**config.mk**
```make
export PLATFORM = sky130hd
export DESIGN_NAME = onewire_temp_sensor_sequencer_top
export DESIGN_NICKNAME = d
export VERILOG_FILES = /design/src/rtl/owts_pkg.sv /design/src/rtl/onewire_temp_sensor_sequencer_top.sv
export SDC_FILE = /design/constraint.sdc
export NUM_CORES = 1
export LEC_CHECK = 0
export BUFFER_PORTS_ARGS = -buffer_cell sky130_fd_sc_hd__buf_2
export CAP_MARGIN = 10
export CORE_UTILIZATION = 64
export DETAILED_ROUTE_END_ITERATION = 16
export PLACE_DENSITY = 0.86
export SLEW_MARGIN = 0
export SYNTH_ARGS = -nofsm -noshare
export SYNTH_HDL_FRONTEND = slang
export SYNTH_SLANG_ARGS = --single-unit
export TNS_END_PERCENT = 5
```
**constraint.sdc**
```tcl
create_clock -name clk_i -period 15.4 [get_ports clk_i]
set_clock_uncertainty 0.2 [all_clocks]
set_input_delay 0.77 -clock clk_i [delete_from_list [all_inputs] [get_ports clk_i]]
set_output_delay 0.77 -clock clk_i [all_outputs]
set_load 0.02 [all_outputs]
```
**src/rtl/owts_pkg.sv**
```systemverilog
// Shared codes and constants for the 1-Wire thermometer sequencer.
// Holds sequencer state codes, bus command codes and the CRC-8 update.
// No dependencies.
package owts_pkg;

  // Item opcodes
  localparam logic [1:0] OP_STEP    = 2'd0;
  localparam logic [1:0] OP_TICK    = 2'd1;
  localparam logic [1:0] OP_ROM_REQ = 2'd2;

  // Bus commands
  localparam logic [1:0] CMD_NONE  = 2'd0;
  localparam logic [1:0] CMD_RESET = 2'd1;
  localparam logic [1:0] CMD_XCHG  = 2'd2;

  // Configuration register indexes
  localparam logic [1:0] REG_WAIT_SECONDS = 2'd0;
  localparam logic [1:0] REG_RESOLUTION   = 2'd1;
  localparam logic [1:0] REG_TEMP_ERR_LIM = 2'd2;
  localparam logic [1:0] REG_ROM_RETRY    = 2'd3;

  // Sensor command bytes
  localparam logic [7:0] BYTE_SKIP_ROM  = 8'hCC;
  localparam logic [7:0] BYTE_WRITE_PAD = 8'h4E;
  localparam logic [7:0] BYTE_CONVERT   = 8'h44;
  localparam logic [7:0] BYTE_READ_PAD  = 8'hBE;
  localparam logic [7:0] BYTE_READ_ROM  = 8'h33;
  localparam logic [7:0] BYTE_IDLE      = 8'hFF;
  localparam logic [7:0] POR_MSB        = 8'h05;
  localparam logic [7:0] POR_LSB        = 8'h50;
  localparam logic [7:0] TEMP_UNKNOWN   = 8'h7F;
  localparam logic [15:0] LOG_UNKNOWN   = 16'h07FF;
  localparam logic [7:0] CRC_POLY       = 8'h8C;

  // ROM code geometry
  localparam int unsigned ROM_BYTES = 8;
  localparam int unsigned ROM_IDX_W = $clog2(ROM_BYTES);
  localparam logic [ROM_IDX_W-1:0] ROM_LAST_IDX = ROM_IDX_W'(ROM_BYTES - 1);

  // Sequencer state codes
  localparam logic [7:0] ST_CFG_RESET = 8'h01;
  localparam logic [7:0] ST_CFG_SKIP  = 8'h02;
  localparam logic [7:0] ST_CFG_WRPAD = 8'h03;
  localparam logic [7:0] ST_CFG_TH    = 8'h04;
  localparam logic [7:0] ST_CFG_TL    = 8'h05;
  localparam logic [7:0] ST_CFG_RES   = 8'h06;
  localparam logic [7:0] ST_WAIT      = 8'h11;
  localparam logic [7:0] ST_CNV_RESET = 8'h21;
  localparam logic [7:0] ST_CNV_SKIP  = 8'h22;
  localparam logic [7:0] ST_CNV_CMD   = 8'h23;
  localparam logic [7:0] ST_POLL_TX   = 8'h31;
  localparam logic [7:0] ST_POLL_RX   = 8'h32;
  localparam logic [7:0] ST_RD_RESET  = 8'h41;
  localparam logic [7:0] ST_RD_SKIP   = 8'h42;
  localparam logic [7:0] ST_RD_CMD    = 8'h43;
  localparam logic [7:0] ST_RD_FIRST  = 8'h44;
  localparam logic [7:0] ST_RD_LSB    = 8'h45;
  localparam logic [7:0] ST_RD_MSB    = 8'h46;
  localparam logic [7:0] ST_RD_LAST   = 8'h4C;
  localparam logic [7:0] ST_RD_CRC    = 8'h4D;
  localparam logic [7:0] ST_EVAL      = 8'h61;
  localparam logic [7:0] ST_DONE_OK   = 8'h71;
  localparam logic [7:0] ST_DONE_ERR  = 8'h81;
  localparam logic [7:0] ST_ROM_INIT  = 8'h90;
  localparam logic [7:0] ST_ROM_RESET = 8'h91;
  localparam logic [7:0] ST_ROM_CMD   = 8'h92;
  localparam logic [7:0] ST_ROM_FIRST = 8'h93;
  localparam logic [7:0] ST_ROM_DATA  = 8'h94;
  localparam logic [7:0] ST_ROM_CRC   = 8'h95;

  // Reflected CRC-8 update over one byte, LSB first
  function automatic logic [7:0] crc8_byte(input logic [7:0] crc_in, input logic [7:0] data);
    logic [7:0] crc;
    logic       fb;
    crc = crc_in;
    for (int i = 0; i < 8; i++) begin
      fb  = crc[0] ^ data[i];
      crc = {1'b0, crc[7:1]};
      if (fb) begin
        crc = crc ^ CRC_POLY;
      end
    end
    return crc;
  endfunction

endpackage

```
**src/rtl/onewire_temp_sensor_sequencer_top.sv**
```systemverilog
// Top level of the 1-Wire thermometer byte sequencer.
// Input item register, one-step sequencer logic, result register.
// Depends on owts_pkg.
//
// Usage:
//   Input channel (in_valid_i / in_stall_o) carries one item: opcode_i and
//   rx_byte_i. Opcode step advances the sequencer with the byte received by
//   the last bus exchange, tick counts one second, rom request schedules a
//   ROM code read. Every item gives exactly one result item on the output
//   channel (out_valid_o / out_stall_i): the next bus command and status.
//   The item waits in the input register, and its result is captured in the
//   result register when it advances. One item is taken every cycle while the
//   receiver does not stall; the state update is combinational and includes a
//   full byte of the CRC-8 unrolled in logic.
//   When the receiver stalls, the result register holds its item and the
//   input register still takes one more item; after that in_stall_o rises.
//   Configuration (cfg_valid_i / cfg_ready_o) is always ready; the user must
//   write it only while the block is idle. The block itself does not enforce this.
//   Reset puts the sequencer at the start of sensor configuration with the
//   temperature unknown and the ROM code not ready.
module onewire_temp_sensor_sequencer_top (
  input  logic        clk_i,
  input  logic        rst_ni,
  // Input items
  input  logic        in_valid_i,
  output logic        in_stall_o,
  input  logic [1:0]  opcode_i,
  input  logic [7:0]  rx_byte_i,
  // Result items
  output logic        out_valid_o,
  input  logic        out_stall_i,
  output logic [1:0]  bus_cmd_o,
  output logic [7:0]  tx_byte_o,
  output logic signed [7:0] temperature_o,
  output logic [7:0]  raw_msb_o,
  output logic [7:0]  raw_lsb_o,
  output logic        crc_error_o,
  output logic        rom_ready_o,
  output logic        rom_fail_o,
  output logic [owts_pkg::ROM_BYTES*8-1:0] rom_code_o,
  output logic [7:0]  phase_o,
  // Configuration writes
  input  logic        cfg_valid_i,
  output logic        cfg_ready_o,
  input  logic [1:0]  cfg_index_i,
  input  logic [7:0]  cfg_data_i
);
  import owts_pkg::*;

  // Configuration registers
  logic [7:0] wait_seconds_q, resolution_q;
  logic [2:0] temp_err_lim_q, rom_retry_lim_q;

  assign cfg_ready_o = 1'b1;

  always_ff @(posedge clk_i or negedge rst_ni) begin
    if (!rst_ni) begin
      wait_seconds_q  <= 8'd5;
      resolution_q    <= 8'h7F;
      temp_err_lim_q  <= 3'd3;
      rom_retry_lim_q <= 3'd5;
    end else if (cfg_valid_i && cfg_ready_o) begin
      case (cfg_index_i)
        REG_WAIT_SECONDS: wait_seconds_q  <= cfg_data_i;
        REG_RESOLUTION:   resolution_q    <= cfg_data_i;
        REG_TEMP_ERR_LIM: temp_err_lim_q  <= cfg_data_i[2:0];
        REG_ROM_RETRY:    rom_retry_lim_q <= cfg_data_i[2:0];
        default: ;
      endcase
    end
  end

  // Handshake control
  logic in_vld_q, out_vld_q;
  logic in_acc, advance;

  assign in_stall_o = in_vld_q & out_vld_q & out_stall_i;
  assign in_acc     = in_valid_i & ~in_stall_o;
  assign advance    = in_vld_q & ~(out_vld_q & out_stall_i);

  // Input item register
  logic [1:0] op_q;
  logic [7:0] rx_q;

  always_ff @(posedge clk_i or negedge rst_ni) begin
    if (!rst_ni) begin
      in_vld_q <= 1'b0;
    end else if (in_acc) begin
      in_vld_q <= 1'b1;
    end else if (advance) begin
      in_vld_q <= 1'b0;
    end
  end

  always_ff @(posedge clk_i) begin
    if (in_acc) begin
      op_q <= opcode_i;
      rx_q <= rx_byte_i;
    end
  end

  // Sequencer state
  logic [7:0]  seq_q, seq_d;
  logic [7:0]  crc_q, crc_d;
  logic [7:0]  tlo_q, tlo_d, thi_q, thi_d;
  logic        crc_fail_q, crc_fail_d;
  logic [2:0]  fail_cnt_q, fail_cnt_d;
  logic [7:0]  wait_cnt_q, wait_cnt_d;
  logic [ROM_IDX_W-1:0] rom_idx_q, rom_idx_d;
  logic        rom_req_q, rom_req_d;
  logic [2:0]  rom_retries_q, rom_retries_d;
  logic        done_rdy_q, done_rdy_d, done_fail_q, done_fail_d;
  logic [7:0]  temp_value_q, temp_value_d;
  logic [15:0] logged_q, logged_d;
  logic [7:0]  rom_store_q [ROM_BYTES];
  logic [7:0]  rom_store_d [ROM_BYTES];
  logic        rom_wr;
  logic [1:0]  cmd;
  logic [7:0]  tx;
  logic [7:0]  crc_upd;
  logic [2:0]  fail_inc, retry_inc;
  logic [ROM_IDX_W-1:0] rom_idx_inc;
  logic [ROM_BYTES*8-1:0] rom_code;

  assign crc_upd     = crc8_byte(crc_q, rx_q);
  assign fail_inc    = fail_cnt_q + 3'd1;
  assign retry_inc   = rom_retries_q + 3'd1;
  assign rom_idx_inc = rom_idx_q + ROM_IDX_W'(1);

  // One update per item: a sequencer step, a tick or a ROM request
  always_comb begin
    seq_d         = seq_q;
    crc_d         = crc_q;
    tlo_d         = tlo_q;
    thi_d         = thi_q;
    crc_fail_d    = crc_fail_q;
    fail_cnt_d    = fail_cnt_q;
    wait_cnt_d    = wait_cnt_q;
    rom_idx_d     = rom_idx_q;
    rom_req_d     = rom_req_q;
    rom_retries_d = rom_retries_q;
    done_rdy_d    = done_rdy_q;
    done_fail_d   = done_fail_q;
    temp_value_d  = temp_value_q;
    logged_d      = logged_q;
    rom_wr        = 1'b0;
    cmd           = CMD_NONE;
    tx            = 8'h00;

    case (op_q)
      OP_STEP: begin
        case (seq_q)
          ST_CFG_RESET: begin seq_d = ST_CFG_SKIP; cmd = CMD_RESET; end
          ST_CFG_SKIP: begin
            seq_d = ST_CFG_WRPAD; cmd = CMD_XCHG; tx = BYTE_SKIP_ROM;
          end
          ST_CFG_WRPAD: begin
            seq_d = ST_CFG_TH; cmd = CMD_XCHG; tx = BYTE_WRITE_PAD;
          end
          ST_CFG_TH, ST_CFG_TL: begin
            seq_d = seq_q + 8'd1; cmd = CMD_XCHG; tx = BYTE_IDLE;
          end
          ST_CFG_RES: begin
            seq_d = ST_WAIT; cmd = CMD_XCHG; tx = resolution_q;
            wait_cnt_d = 8'd0;
          end
          ST_WAIT: begin
            if (wait_cnt_q >= wait_seconds_q) seq_d = ST_CNV_RESET;
          end
          ST_CNV_RESET: begin seq_d = ST_CNV_SKIP; cmd = CMD_RESET; end
          ST_CNV_SKIP: begin
            seq_d = ST_CNV_CMD; cmd = CMD_XCHG; tx = BYTE_SKIP_ROM;
          end
          ST_CNV_CMD: begin
            seq_d = ST_POLL_TX; cmd = CMD_XCHG; tx = BYTE_CONVERT;
          end
          ST_POLL_TX: begin
            seq_d = ST_POLL_RX; cmd = CMD_XCHG; tx = BYTE_IDLE;
          end
          ST_POLL_RX: begin
            seq_d = (rx_q == BYTE_IDLE) ? ST_RD_RESET : ST_POLL_TX;
          end
          ST_RD_RESET: begin
            crc_fail_d = 1'b0; seq_d = ST_RD_SKIP; cmd = CMD_RESET;
          end
          ST_RD_SKIP: begin
            seq_d = ST_RD_CMD; cmd = CMD_XCHG; tx = BYTE_SKIP_ROM;
          end
          ST_RD_CMD: begin
            seq_d = ST_RD_FIRST; cmd = CMD_XCHG; tx = BYTE_READ_PAD;
          end
          ST_RD_FIRST: begin
            crc_d = 8'h00; seq_d = ST_RD_LSB; cmd = CMD_XCHG; tx = BYTE_IDLE;
          end
          ST_RD_CRC: begin
            if (crc_q != rx_q) crc_fail_d = 1'b1;
            seq_d = ST_EVAL;
          end
          ST_EVAL: begin
            if (crc_fail_q) begin
              fail_cnt_d = fail_inc;
              if (fail_inc >= temp_err_lim_q) begin
                fail_cnt_d   = 3'd0;
                temp_value_d = TEMP_UNKNOWN;
                logged_d     = LOG_UNKNOWN;
              end
              seq_d = rom_req_q ? ST_ROM_INIT : ST_DONE_ERR;
            end else begin
              if (thi_q == POR_MSB && tlo_q == POR_LSB) begin
                temp_value_d = TEMP_UNKNOWN;
                logged_d     = LOG_UNKNOWN;
              end else begin
                temp_value_d = {thi_q[3:0], tlo_q[7:4]};
                logged_d     = {thi_q, tlo_q};
              end
              seq_d = rom_req_q ? ST_ROM_INIT : ST_DONE_OK;
            end
          end
          ST_DONE_OK, ST_DONE_ERR: begin
            seq_d = ST_CFG_RESET; cmd = CMD_RESET;
          end
          ST_ROM_INIT: begin
            rom_req_d     = 1'b0;
            done_fail_d   = 1'b0;
            rom_retries_d = 3'd0;
            seq_d         = ST_ROM_RESET;
          end
          ST_ROM_RESET: begin seq_d = ST_ROM_CMD; cmd = CMD_RESET; end
          ST_ROM_CMD: begin
            seq_d = ST_ROM_FIRST; cmd = CMD_XCHG; tx = BYTE_READ_ROM;
          end
          ST_ROM_FIRST: begin
            crc_d = 8'h00; rom_idx_d = '0;
            seq_d = ST_ROM_DATA; cmd = CMD_XCHG; tx = BYTE_IDLE;
          end
          ST_ROM_DATA: begin
            crc_d     = crc_upd;
            rom_wr    = 1'b1;
            rom_idx_d = rom_idx_inc;
            if (rom_idx_inc == ROM_LAST_IDX) seq_d = ST_ROM_CRC;
            cmd = CMD_XCHG; tx = BYTE_IDLE;
          end
          ST_ROM_CRC: begin
            rom_wr = 1'b1;
            if (crc_q != rx_q) begin
              rom_retries_d = retry_inc;
              if (retry_inc >= rom_retry_lim_q) begin
                done_rdy_d  = 1'b1;
                done_fail_d = 1'b1;
                seq_d       = ST_DONE_ERR;
              end else begin
                seq_d = ST_ROM_RESET;
              end
            end else begin
              done_rdy_d = 1'b1;
              seq_d      = ST_DONE_OK;
            end
          end
          default: begin
            // Scratchpad data bytes share one arm; anything else restarts
            if (seq_q inside {[ST_RD_LSB:ST_RD_LAST]}) begin
              crc_d = crc_upd;
              if (seq_q == ST_RD_LSB) tlo_d = rx_q;
              if (seq_q == ST_RD_MSB) thi_d = rx_q;
              seq_d = seq_q + 8'd1; cmd = CMD_XCHG; tx = BYTE_IDLE;
            end else begin
              seq_d = ST_CFG_RESET;
            end
          end
        endcase
      end
      OP_TICK: begin
        if (wait_cnt_q != 8'hFF) wait_cnt_d = wait_cnt_q + 8'd1;
      end
      OP_ROM_REQ: begin
        rom_req_d   = 1'b1;
        done_rdy_d  = 1'b0;
        done_fail_d = 1'b0;
      end
      default: ;
    endcase
  end

  // ROM byte store with the current write folded in
  always_comb begin
    for (int i = 0; i < ROM_BYTES; i++) begin
      rom_store_d[i] = rom_store_q[i];
    end
    if (rom_wr) rom_store_d[rom_idx_q] = rx_q;
    for (int i = 0; i < ROM_BYTES; i++) begin
      rom_code[i*8 +: 8] = rom_store_d[i];
    end
  end

  always_ff @(posedge clk_i) begin
    if (advance && rom_wr) begin
      rom_store_q[rom_idx_q] <= rx_q;
    end
  end

  // State update
  always_ff @(posedge clk_i or negedge rst_ni) begin
    if (!rst_ni) begin
      seq_q         <= ST_CFG_RESET;
      crc_q         <= 8'h00;
      tlo_q         <= 8'hFF;
      thi_q         <= 8'hFF;
      crc_fail_q    <= 1'b0;
      fail_cnt_q    <= 3'd0;
      wait_cnt_q    <= 8'd0;
      rom_idx_q     <= '0;
      rom_req_q     <= 1'b0;
      rom_retries_q <= 3'd0;
      done_rdy_q    <= 1'b0;
      done_fail_q   <= 1'b0;
      temp_value_q  <= TEMP_UNKNOWN;
      logged_q      <= LOG_UNKNOWN;
    end else if (advance) begin
      seq_q         <= seq_d;
      crc_q         <= crc_d;
      tlo_q         <= tlo_d;
      thi_q         <= thi_d;
      crc_fail_q    <= crc_fail_d;
      fail_cnt_q    <= fail_cnt_d;
      wait_cnt_q    <= wait_cnt_d;
      rom_idx_q     <= rom_idx_d;
      rom_req_q     <= rom_req_d;
      rom_retries_q <= rom_retries_d;
      done_rdy_q    <= done_rdy_d;
      done_fail_q   <= done_fail_d;
      temp_value_q  <= temp_value_d;
      logged_q      <= logged_d;
    end
  end

  // Result register
  always_ff @(posedge clk_i or negedge rst_ni) begin
    if (!rst_ni) begin
      out_vld_q <= 1'b0;
    end else if (advance) begin
      out_vld_q <= 1'b1;
    end else if (!out_stall_i) begin
      out_vld_q <= 1'b0;
    end
  end

  always_ff @(posedge clk_i) begin
    if (advance) begin
      bus_cmd_o     <= cmd;
      tx_byte_o     <= tx;
      temperature_o <= temp_value_d;
      raw_msb_o     <= logged_d[15:8];
      raw_lsb_o     <= logged_d[7:0];
      crc_error_o   <= crc_fail_d;
      rom_ready_o   <= done_rdy_d;
      rom_fail_o    <= done_fail_d;
      rom_code_o    <= done_rdy_d ? rom_code : '0;
      phase_o       <= seq_d;
    end
  end

  assign out_valid_o = out_vld_q;

  // Checks
  a_stall_needs_item: assert property (@(posedge clk_i) disable iff (!rst_ni)
    in_stall_o |-> in_vld_q)
    else $error("input stalled with empty input register");

  a_advance_fills_out: assert property (@(posedge clk_i) disable iff (!rst_ni)
    advance |=> out_vld_q)
    else $error("result lost after step");

  a_fail_implies_ready: assert property (@(posedge clk_i) disable iff (!rst_ni)
    done_fail_q |-> done_rdy_q)
    else $error("rom fail flag set without ready");

  a_temp_matches_log: assert property (@(posedge clk_i) disable iff (!rst_ni)
    temp_value_q == logged_q[11:4])
    else $error("temperature out of step with raw bytes");

  a_rom_crc_index: assert property (@(posedge clk_i) disable iff (!rst_ni)
    seq_q == ST_ROM_CRC |-> rom_idx_q == ROM_LAST_IDX)
    else $error("rom crc byte at wrong index");

endmodule

```
==> metrics, run 1 <==
Port-buffer cells about 140; top cells by area, synth edfxtp_1 42%, dfrtp_1 10%, dfstp_2 9.7%; HP Class primary input to flop; clock-pin transition on the worst setup and hold timing paths 0.07 ns; TNS Setup 0 ns; Sink Count about 280; Routed Antenna Nets 0; Yosys top cell by area edfxtp_1; Final GP Congestion 0.9610; main combinational cell family by area after synthesis simple AND/OR/NAND/NOR gates; Vias/cell 6.306; Final Non-Filler Cells approximately 1400; Mapped Nets 1099; chip width 144.9 µm; Yosys reg bits 284; later-pin clock latency in the skew report around 0.55 ns; top_reg_cell synth edfxtp_1; Total Wirelength approximately 30000 µm; detailed placement HPWL between 15000 and 20000 µm; Async S/R FF share, synth 0.3556; clk root buf clkbuf_16; Initial DRC Count around 1000; Worst Setup Slack, final approximately 11 ns; initial antenna violation count 0; Distinct cells, synth 74; Fin. Hold Viols 0; layout cell share with drive strength beyond 1 0.2458; GRT overflow 0; clock buffer depth 3; Synth Area per Inst between 10 and 15 µm²; Seq/Total Area, Yosys 0.6187; CP Capture Type flop; worst path required time ~15 ns; die area 0.02099 mm²; Least-Margin Pin Slew 1.081 ns; Worst path max stage delay about 0.73 ns; Synth Area in XOR/XNOR 0.01590; relative max-transition margin 0.2797; largest net degree at the start of global routing 91; Place WS about 11 ns; Synth Area in Compound Gates 0.1081; Static Leak 5.952 nW; worst path bufs/invs 1; via count between 9000 and 10000; Core ar. 0.01972 mm²; placed cell count roughly 1400; delay-heaviest family, CP simple AND/OR/NAND/NOR gates; Initial Util 0.6626; CTS HTree Levels 1; Post-synth EDFFs 183; Area Overhead vs Synth 13.39%; die span in y approximately 140 µm; top-area cell type share of the netlist area 0.4206; Total GRT Usage 0.2942; Syn Std Cell Area approximately 0.013 mm²; critical setup path kind flop to flop; vias in the first global route 8568; Final min period 4.086 ns; Max VDD drop between 100 and 150 µV; DRC viols 0; global-route wire length before repair 46600 µm; drt first pass iters 6; Post-Synth Adder-Cell Area 0.02203; final hold slack 0.1988 ns; diode count 0; post_cts resized 0; top flop regs rom_code_o (64), rom_store_q (64), logged_q (16); CTS tree done; power per standard cell area 135.4 mW/mm²; outcome finished clean; Fmax roughly 240 MHz; # Max-Cap Violations 0; simple logic cell fraction of the synthesized area 0.1214; crit-path cells nor2b_1 -> o21ai_0 -> nor4_2 -> buf_2 -> nand3b_1 -> nor2_1; fin nets about 1200; Num CTS Buffers 27; RSZ-0062 raised after global routing false; Critical Path Source Type flop; slowest cell on the critical path dfrtp_1; multiplexer area fraction after synthesis 0.07805; Ys Warns 0; maximum fanout along the worst path 20; # setup viols final 0; Routed WL per cell 20.88 µm; Final Cycle Share 0.2654; synthesized instance count 1051; Fillers 1225; Top-Level Pins about 140; fin. max-slew vios 0; WP data arrival 4.06 ns; Cell Rows 51
==> layout by cell type (no fill, tap or decap), drive strengths merged, types with 6 or more instances in the layout <==
cell type  synthesis  routed
o32a               8       8
a21o               6       6
xnor2             11      11
ha                23      23
edfxtp           183     183
nor2             112     112
o21ai             59      59
inv               30      31
a2bb2oi            7       7
dfrtp             53      53
dfstp             48      48
o22a              17      17
nand3             30      30
nor2b              7       7
a31oi              8       8
a22o              13      13
mux2i             58      58
nor3              14      14
and2               9       9
o21a               6       6
a21oi             39      39
o31ai              7       7
nand2             66      66
nand4             11      11
and3              12      12
xor2              10      10
clkinv             1      10
nor4b              7       7
mux2              39      39
nand2b            15      15
clkbuf            38      33
buf               30     146
==> synth_stat cells, types with 5 or more instances <==
cell,instances
o21a_1,6
buf_2,20
nand3b_1,5
nor4b_1,6
a21oi_1,39
dfstp_2,48
o32a_1,8
and2_1,9
nand2b_1,15
inv_1,30
a31oi_1,8
a21o_1,6
nor2_1,111
mux2i_1,58
xor2_1,10
buf_6,8
clkbuf_1,38
o22ai_1,5
o31ai_1,7
xnor2_1,11
nor3_1,13
nand2_1,66
a2bb2oi_1,7
o21ai_0,59
dfrtp_1,53
nor4_1,5
mux2_2,35
a22o_1,13
and3_1,12
edfxtp_1,183
nor2b_1,7
nand3_1,30
nand4_1,11
ha_1,23
o22a_1,17
==> per-layer routing <==
metal,GRT usage,routed length [µm],up-vias
li1,-,-,4107
met5,0,0,-
met1,0.3973,12170,4460
met2,0.4777,14580,451
met3,0.04705,2178,94
met4,0.1213,1241,0
==> cell type report <==
class	instances	area [µm²]	area share
inverters	31	118.9	0.008024
multi-input cells	668	4538	0.3063
clock buffers	33	739.5	0.04992
flip-flops and latches	284	8083	0.5456
well taps	265	331.6	0.02238
repair buffers	147	788.3	0.05321
clock inverters	17	215.2	0.01453
==> worst paths after layout <==
| path | start | end | slack, ns | depth (start not counted) |
|---|---|---|---|---|
| worst max-delay path | seq_q[2] | rom_store_q[5][7] | 11.31 | 6 |
| worst min-delay path | rx_byte_i[5] | rx_q[5] | 0.20 | 1 |
| worst max register to register | seq_q[2] | rom_store_q[5][7] | 11.31 | 6 |
| worst min register to register | logged_q[11] | logged_q[11] | 0.28 | 1 |
| max in group asynchronous | rst_ni | tlo_q[0] | 13.61 | 4 |
| min in group asynchronous | rst_ni | crc_q[5] | 0.40 | 2 |
==> worst reg2reg max path: stages, from the launching register on <==
cell,delay (ns)
dfrtp_1,0.73
nor2b_1,0.52
o21ai_0,0.30
nor4_2,0.53
buf_2,0.32
nand3b_1,0.43
nor2_1,0.68
==> cell families (layout without fill, tap and decap cells) <==
group                      after synthesis  in the layout
DFF                                    284            284
AOI/OAI and AO/OA                      208            208
buffers and inverters                   99            228
muxes                                   97             97
other                                    1              1
xor gates and xnor gates                22             22
adders and majority gates               23             23
and+or+nand+nor                        317            317
==> what timing repair did <==
action | CTS | global route
buffers inserted | 0 | 0
endpoints found under the hold margin | 11 | 0
hold buffers | 1 | 0
==> metrics by stage <==
step,total power [mW],utilization,area [µm²]
floorplan,1.202,-,13070
global placement,1.298,0.7007,13820
detailed placement,1.302,0.7007,13820
CTS,2.003,0.7497,14780
global route,2.080,0.7513,14810
finish,2.005,0.7513,14810
==> where the power goes <==
group	leakage [nW]	switching (mW)	total, mW	internal, mW
Combinational	2.55	0.236	0.374	0.138
Sequential	2.93	0.0493	0.925	0.876
Clock	0.467	0.282	0.707	0.425
Total	5.95	0.567	2.01	1.44
Power figures use the tool's default switching activity.
==> run 2, diff against run 1 <==
--- a/config.mk
+++ b/config.mk
@@ -5,11 +5,12 @@
 export SDC_FILE = /design/constraint.sdc
 export NUM_CORES = 1
 export LEC_CHECK = 0
+export ABC_AREA = 1
 export BUFFER_PORTS_ARGS = -buffer_cell sky130_fd_sc_hd__buf_2
 export CAP_MARGIN = 10
-export CORE_UTILIZATION = 64
+export CORE_UTILIZATION = 53
 export DETAILED_ROUTE_END_ITERATION = 16
-export PLACE_DENSITY = 0.86
+export PLACE_DENSITY = 0.76
 export SLEW_MARGIN = 0
 export SYNTH_ARGS = -nofsm -noshare
 export SYNTH_HDL_FRONTEND = slang
==> constraint.sdc (replaced) <==
create_clock -name clk_i -period 3.7 [get_ports clk_i]
set_clock_uncertainty 0.2 [all_clocks]
set_input_delay 0.185 -clock clk_i [delete_from_list [all_inputs] [get_ports clk_i]]
set_output_delay 0.185 -clock clk_i [all_outputs]
set_load 0.02 [all_outputs]
==> metrics, run 2 <==
outcome finished clean; most frequent cell after synthesis nand2_1; Area Overhead vs Synth 17.70%; CP Capture Type flop; Fmax 322.0 MHz (+32%); Total Wirelength 31380 µm (+4.0%); post_cts resized 0 (unchanged); later-pin clock latency in the skew report 0.55 ns (about the same); Place WS 0.6211 ns (-10.34 ns); Seq/Total Area, Yosys 0.6098 (-0.008876); synthesized instance count 1387 (+32%); die span in y 160.1 µm (+11%); clock buffer depth 3 (unchanged); Total GRT Usage 0.2487 (-0.04553); clock-pin transition on the worst setup and hold timing paths 0.06 ns (about the same); met3 routed WL 1893 µm (-13%); fin nets 1599 (+32%); Yosys reg bits 284 (unchanged); Routed Antenna Nets 0 (unchanged); Port-buffer cells 135 (unchanged); top_reg_cell synth edfxtp_1; power per standard cell area 563.2 mW/mm² (+320%); Routed WL per cell 16.53 µm (-21%); largest net degree at the start of global routing 66 (-27%); clk root buf clkbuf_16; Commonest cells post-synth 332 x nand2_1, 183 x edfxtp_1, 148 x inv_1; critical setup path kind flop to flop; GRT overflow 0 (unchanged); relative max-transition margin 0.4624 (+0.1828); Fin. Hold Viols 0 (unchanged); diode count 0 (unchanged); drt first pass iters 5 (-1); Hold Buf Count CTS 27 (+26); detailed placement HPWL 21350 µm (+12%); fin. max-slew vios 0 (unchanged); Core ar. 0.02439 mm² (+24%); chip width 160.1 µm (+11%); global-route wire length before repair 50560 µm (+8.5%); Syn Std Cell Area 0.01326 mm² (+1.5%); top flop regs rom_code_o (64), rom_store_q (64), logged_q (16); most frequent cells in the layout 331 x nand2_1, 183 x edfxtp_1, 147 x inv_1; TNS Setup 0 ns (unchanged); RSZ-0062 raised after global routing false; HP Class primary input to flop; Yosys top cell by area edfxtp_1; maximum fanout along the worst path 26 (+30%); CTS HTree Levels 1 (unchanged); Post-synth EDFFs 183 (unchanged); top cells by area, synth edfxtp_1 41%, dfrtp_1 10%, dfstp_2 9.5%; Fillers 2018 (+65%); Top-Level Pins 137 (unchanged); most common cell after layout, fill and taps aside nand2_1; Num CTS Buffers 29 (+7.4%); Final Cycle Share 0.8394 (+0.5741); worst path required time 3.88 ns (-11.50 ns); Async S/R FF share, synth 0.3556 (unchanged); # setup viols final 0 (unchanged); met2 WL 15260 µm (+4.6%); Sink Count 284 (unchanged); Ys Warns 0 (unchanged); DR top layer met4; die area 0.02565 mm² (+22%); Worst Setup Slack, final 0.5941 ns (-10.72 ns); initial antenna violation count 0 (unchanged); DRC viols 0 (unchanged); # Max-Cap Violations 0 (unchanged); Mapped Nets 1435 (+31%); setup bufs post-CTS 0 (unchanged); Initial DRC Count 709 (-30%); Final min period 3.106 ns (-0.9805 ns); Max VDD drop 299.5 µV (+180%); Distinct cells, synth 40 (-46%); CTS tree done; Cell Rows 57 (+12%); Static Leak 6.749 nW (+13%); Metal-1 WL 13410 µm (+10%); Initial Util 0.5434 (-0.1192); Final GP Congestion 0.9240 (-3.9%); Critical Path Source Type flop; via count 10283 (+13%); Least-Margin Pin Slew 0.8034 ns (-0.2771 ns); layout cell share with drive strength beyond 1 0.1855 (-0.06025); WP data arrival 3.29 ns (-0.77 ns); Vias/cell 5.418 (-14%); vias in the first global route 9905 (+16%); Synth Area per Inst 9.557 µm² (-23%); top-area cell type share of the netlist area 0.4146 (-0.006035)
## run 2: cell count changes after synthesis, moves of 17 or more
cell	previous run	this run
mux2i_1	58	0
a21oi_1	39	88
nand4_1	11	28
nand2_1	66	332
nand3_1	30	55
o21ai_0	59	124
inv_1	30	148
mux2_2	35	0
o22a_1	17	0
## run 2: layer usage
layer  GRT usage  vias up
met3     0.03143       59
li1            -     4984
met1      0.3368     4880
met5           0        -
met4     0.07749        0
met2      0.4190      360
## run 2: critical path, cell delays in order, from the launching register on
cell     delay, ns
dfstp_2       0.61
inv_1         0.11
ha_1          0.27
inv_1         0.09
a21oi_1       0.06
nand2_1       0.07
nand2_1       0.04
nor2_1        0.28
nand2_1       0.14
nor2_4        0.53
inv_2         0.18
nand4_1       0.17
nand2_1       0.07
o21ai_0       0.09
## run 2: logic make-up after synthesis
kind of cell               share of synthesized area
xor gates and xnor gates                    0.007269
adders and majority gates                    0.02171
other                                      0.0002829
and+or+nand+nor                               0.1896
buffers and inverters                        0.06466
AOI/OAI and AO/OA                             0.1067
DFF                                           0.6098
## run 2: area by class of cell
type                       count  area (µm²)  area share
clock inverter                19       270.3     0.01732
timing repair buffer         184        1126     0.07218
inverter                     164       619.3     0.03970
sequential                   284        8083      0.5181
clock buffer                  35       779.5     0.04996
tap                          324       405.4     0.02598
multi-input combinational    888        4318      0.2768
## run 2: through the flow
| step | area [µm²] | util | cells | total power, mW | hold slack [ns] |
|---|---|---|---|---|---|
| detailed placement | 14280 | 0.5855 | 1817 | 5.630 | -0.001780 |
| global route | 15600 | 0.6396 | 1898 | 9.183 | 0.1516 |
| finish | 15600 | 0.6396 | 1898 | 8.786 | 0.1553 |
| CTS | 15600 | 0.6396 | 1898 | 8.829 | 0.1302 |
| global placement | 14280 | 0.5855 | 1817 | 5.585 | 0.004291 |
| floorplan | 13260 | - | 1387 | 5.128 | -0.3106 |
## run 2: path summary, 6_finish.rpt
path	from	to	slack [ns]	depth (start not counted)
min	rx_byte_i[7]	rx_q[7]	0.16	2
max	seq_q[0]	phase_o[6]	0.59	13
min in group asynchronous	rst_ni	logged_q[9]	0.24	2
max reg2reg	seq_q[0]	phase_o[6]	0.59	13
max in group asynchronous	rst_ni	temp_value_q[7]	2.27	3
min reg2reg	thi_q[3]	thi_q[3]	0.27	2
## run 2: where the power goes
part           leakage (nW)  switching [mW]  total [mW]  internal [mW]
Combinational          3.32            1.12        1.60          0.476
Sequential             2.91           0.201        4.01           3.81
Clock                 0.521            1.19        3.18           1.98
==> run 3, diff against run 2 <==
==> constraint.sdc (replaced) <==
create_clock -name clk_i -period 2.5 [get_ports clk_i]
set_clock_uncertainty 0.2 [all_clocks]
set_input_delay 0.125 -clock clk_i [delete_from_list [all_inputs] [get_ports clk_i]]
set_output_delay 0.125 -clock clk_i [all_outputs]
set_load 0.02 [all_outputs]
==> metrics, run 3 (synthesis results as in run 2) <==
slowest cell on the critical path edfxtp_1; clock buffer depth 3 (unchanged); Routed WL per cell 17.04 µm (+3.1%); crit-path cells inv_2 -> nand2_1 -> nand2_1 -> nand2_1 -> nor2_1 -> nand2_1 -> nand4_1 -> nand3_2 -> nand2_4 -> nand2_8 -> clkbuf_16 -> a21oi_1; largest net degree at the start of global routing 103 (+56%); Critical Path Source Type flop; drt first pass iters 5 (unchanged); top flop regs rom_code_o (64), rom_store_q (64), logged_q (16); global-route wire length before repair 52320 µm (+3.5%); diode count 0 (unchanged); detailed placement HPWL 22480 µm (+5.3%); total cell area at the placement stage 0.01498 mm² (+4.9%); Total GRT Usage 0.2564 (+0.007763); fin nets 1700 (+6.3%); relative max-transition margin 0.5155 (+0.05308); Top-Level Pins 137 (unchanged); fin. max-slew vios 0 (unchanged); Initial DRC Count 698 (-1.6%); maximum fanout along the worst path 6 (-77%); power per standard cell area 784.0 mW/mm² (+39%); Sink Count 284 (unchanged); total power 13.20 mW (+50%); DRC viols 0 (unchanged); most frequent cells in the layout 324 x nand2_1, 183 x edfxtp_1, 142 x inv_1; Least-Margin Pin Slew 0.7267 ns (-0.07665 ns); RSZ-0062 raised after global routing true; Port-buffer cells 135 (unchanged); CTS HTree Levels 1 (unchanged); hold_sp rx_byte_i[7]; via count 10758 (+4.6%); chip width 160.1 µm (unchanged); Worst path max stage delay 0.54 ns (-0.07 ns); Final min period 2.488 ns (-0.6176 ns); Initial Util 0.5434 (unchanged); Core ar. 0.02439 mm² (unchanged); critical setup path kind flop to flop; vias in the first global route 10263 (+3.6%); clock-pin transition on the worst setup and hold timing paths 0.06 ns (about the same); Setup crit start rx_q[6]; Routed Antenna Nets 0 (unchanged); Final Instance Area 0.01684 mm² (+8.0%); worst reg2reg startpoint rx_q[6]; Max VDD drop 562.3 µV (+88%); worst path required time 2.69 ns (-1.19 ns); Fillers 1810 (-10%); die area 0.02565 mm² (unchanged); # setup viols final 0 (unchanged); Fmax 401.9 MHz (+25%); Total Wirelength 34060 µm (+8.5%); HP Class primary input to flop; Num CTS Buffers 29 (unchanged); later-pin clock latency in the skew report 0.57 ns (+0.02 ns); CP Capture Type flop; outcome finished clean; R2R setup slack 0.01 ns (-0.58 ns); Fin. Hold Viols 0 (unchanged); Cell Rows 57 (unchanged); die span in y 160.1 µm (unchanged); CTS tree done; most frequent CP cell nand2_1; clk root buf clkbuf_16; Util after Layout 0.6905 (+0.05089); Static Leak 7.330 nW (+8.6%); Area Overhead vs Synth 27.06%; GRT overflow 0 (unchanged); layout cell share with drive strength beyond 1 0.2663 (+0.08075); initial antenna violation count 0 (unchanged); # Max-Cap Violations 0 (unchanged); most common cell after layout, fill and taps aside nand2_1; Final GP Congestion 0.9558 (+3.4%); WP data arrival 2.68 ns (-0.61 ns); Vias/cell 5.382 (-0.67%); Final Cycle Share 0.9953 (+0.1559)
## run 3: changes by cell type in the layout (fill, tap and decap cells not counted), moves of 10 or more
cell     before  now
buf_4        22   97
nor2_1      127  112
a21oi_1      88   77
a21oi_2       0   11
nor2_2        2   12
buf_12        1   12
## run 3: final cells by class
class | count | area, µm² | share of cell area
tap | 324 | 405.4 | 0.02407
sequential | 284 | 8085 | 0.4801
timing repair buffer | 284 | 2122 | 0.1260
inverter | 164 | 619.3 | 0.03677
clock buffer | 46 | 869.6 | 0.05163
clock inverter | 8 | 128.9 | 0.007652
multi-input combinational | 889 | 4612 | 0.2738
## run 3: final timing paths
path | end | depth (start not counted)
min in group asynchronous | crc_q[1] | 3
max in group asynchronous | logged_q[11] | 4
worst max-delay path | rom_code_o[18] | 12
worst min-delay path | rx_q[7] | 2
worst max register to register | rom_code_o[18] | 12
worst min register to register | thi_q[3] | 2
## run 3: layer usage
metal / wire (µm) / share of wire / vias up / track usage
met5: 0 / 0 / - / 0
met4: 956 / 0.028 / 0 / 0.08182
met3: 1783 / 0.052 / 68 / 0.02831
met2: 17110 / 0.50 / 409 / 0.4468
met1: 14210 / 0.42 / 5087 / 0.3358
li1: - / - / 5194 / -
## run 3: metrics by stage
stage	setup TNS, ns	instances	hold WS [ns]	worst slack (ns)
floorplan	-7.064	1387	-0.3706	-0.1368
global placement	-1.533	1894	0.03611	-0.07130
detailed placement	-2.937	1894	0.04567	-0.1272
CTS	-0.03281	1980	0.06307	-0.01171
global route	-1.006	1999	0.1016	-0.05436
finish	0	1999	0.1143	0.01165
## run 3: power breakdown
| part | internal (mW) | switching, mW |
|---|---|---|
| combinational | 0.986 | 1.85 |
| sequential | 5.64 | 0.272 |
| clock | 2.69 | 1.76 |
| total | 9.32 | 3.88 |
## run 3: what timing repair did
item                                    in CTS  in global routing
buffers inserted                             2                 11
gates resized for setup                      9                 70
endpoints found under the hold margin      124                  0
pin swaps                                    1                  8
hold buffers                                30                  0
endpoints found under the setup margin      92                150
gates cloned                                 0                  8
## run 3: critical path, delay by kind of cell (launching register included)
kind,cells,cell delay [ns]
buffers and inverters,2,0.34
DFF,1,0.54
AOI/OAI and AO/OA,1,0.17
and+or+nand+nor,9,1.07
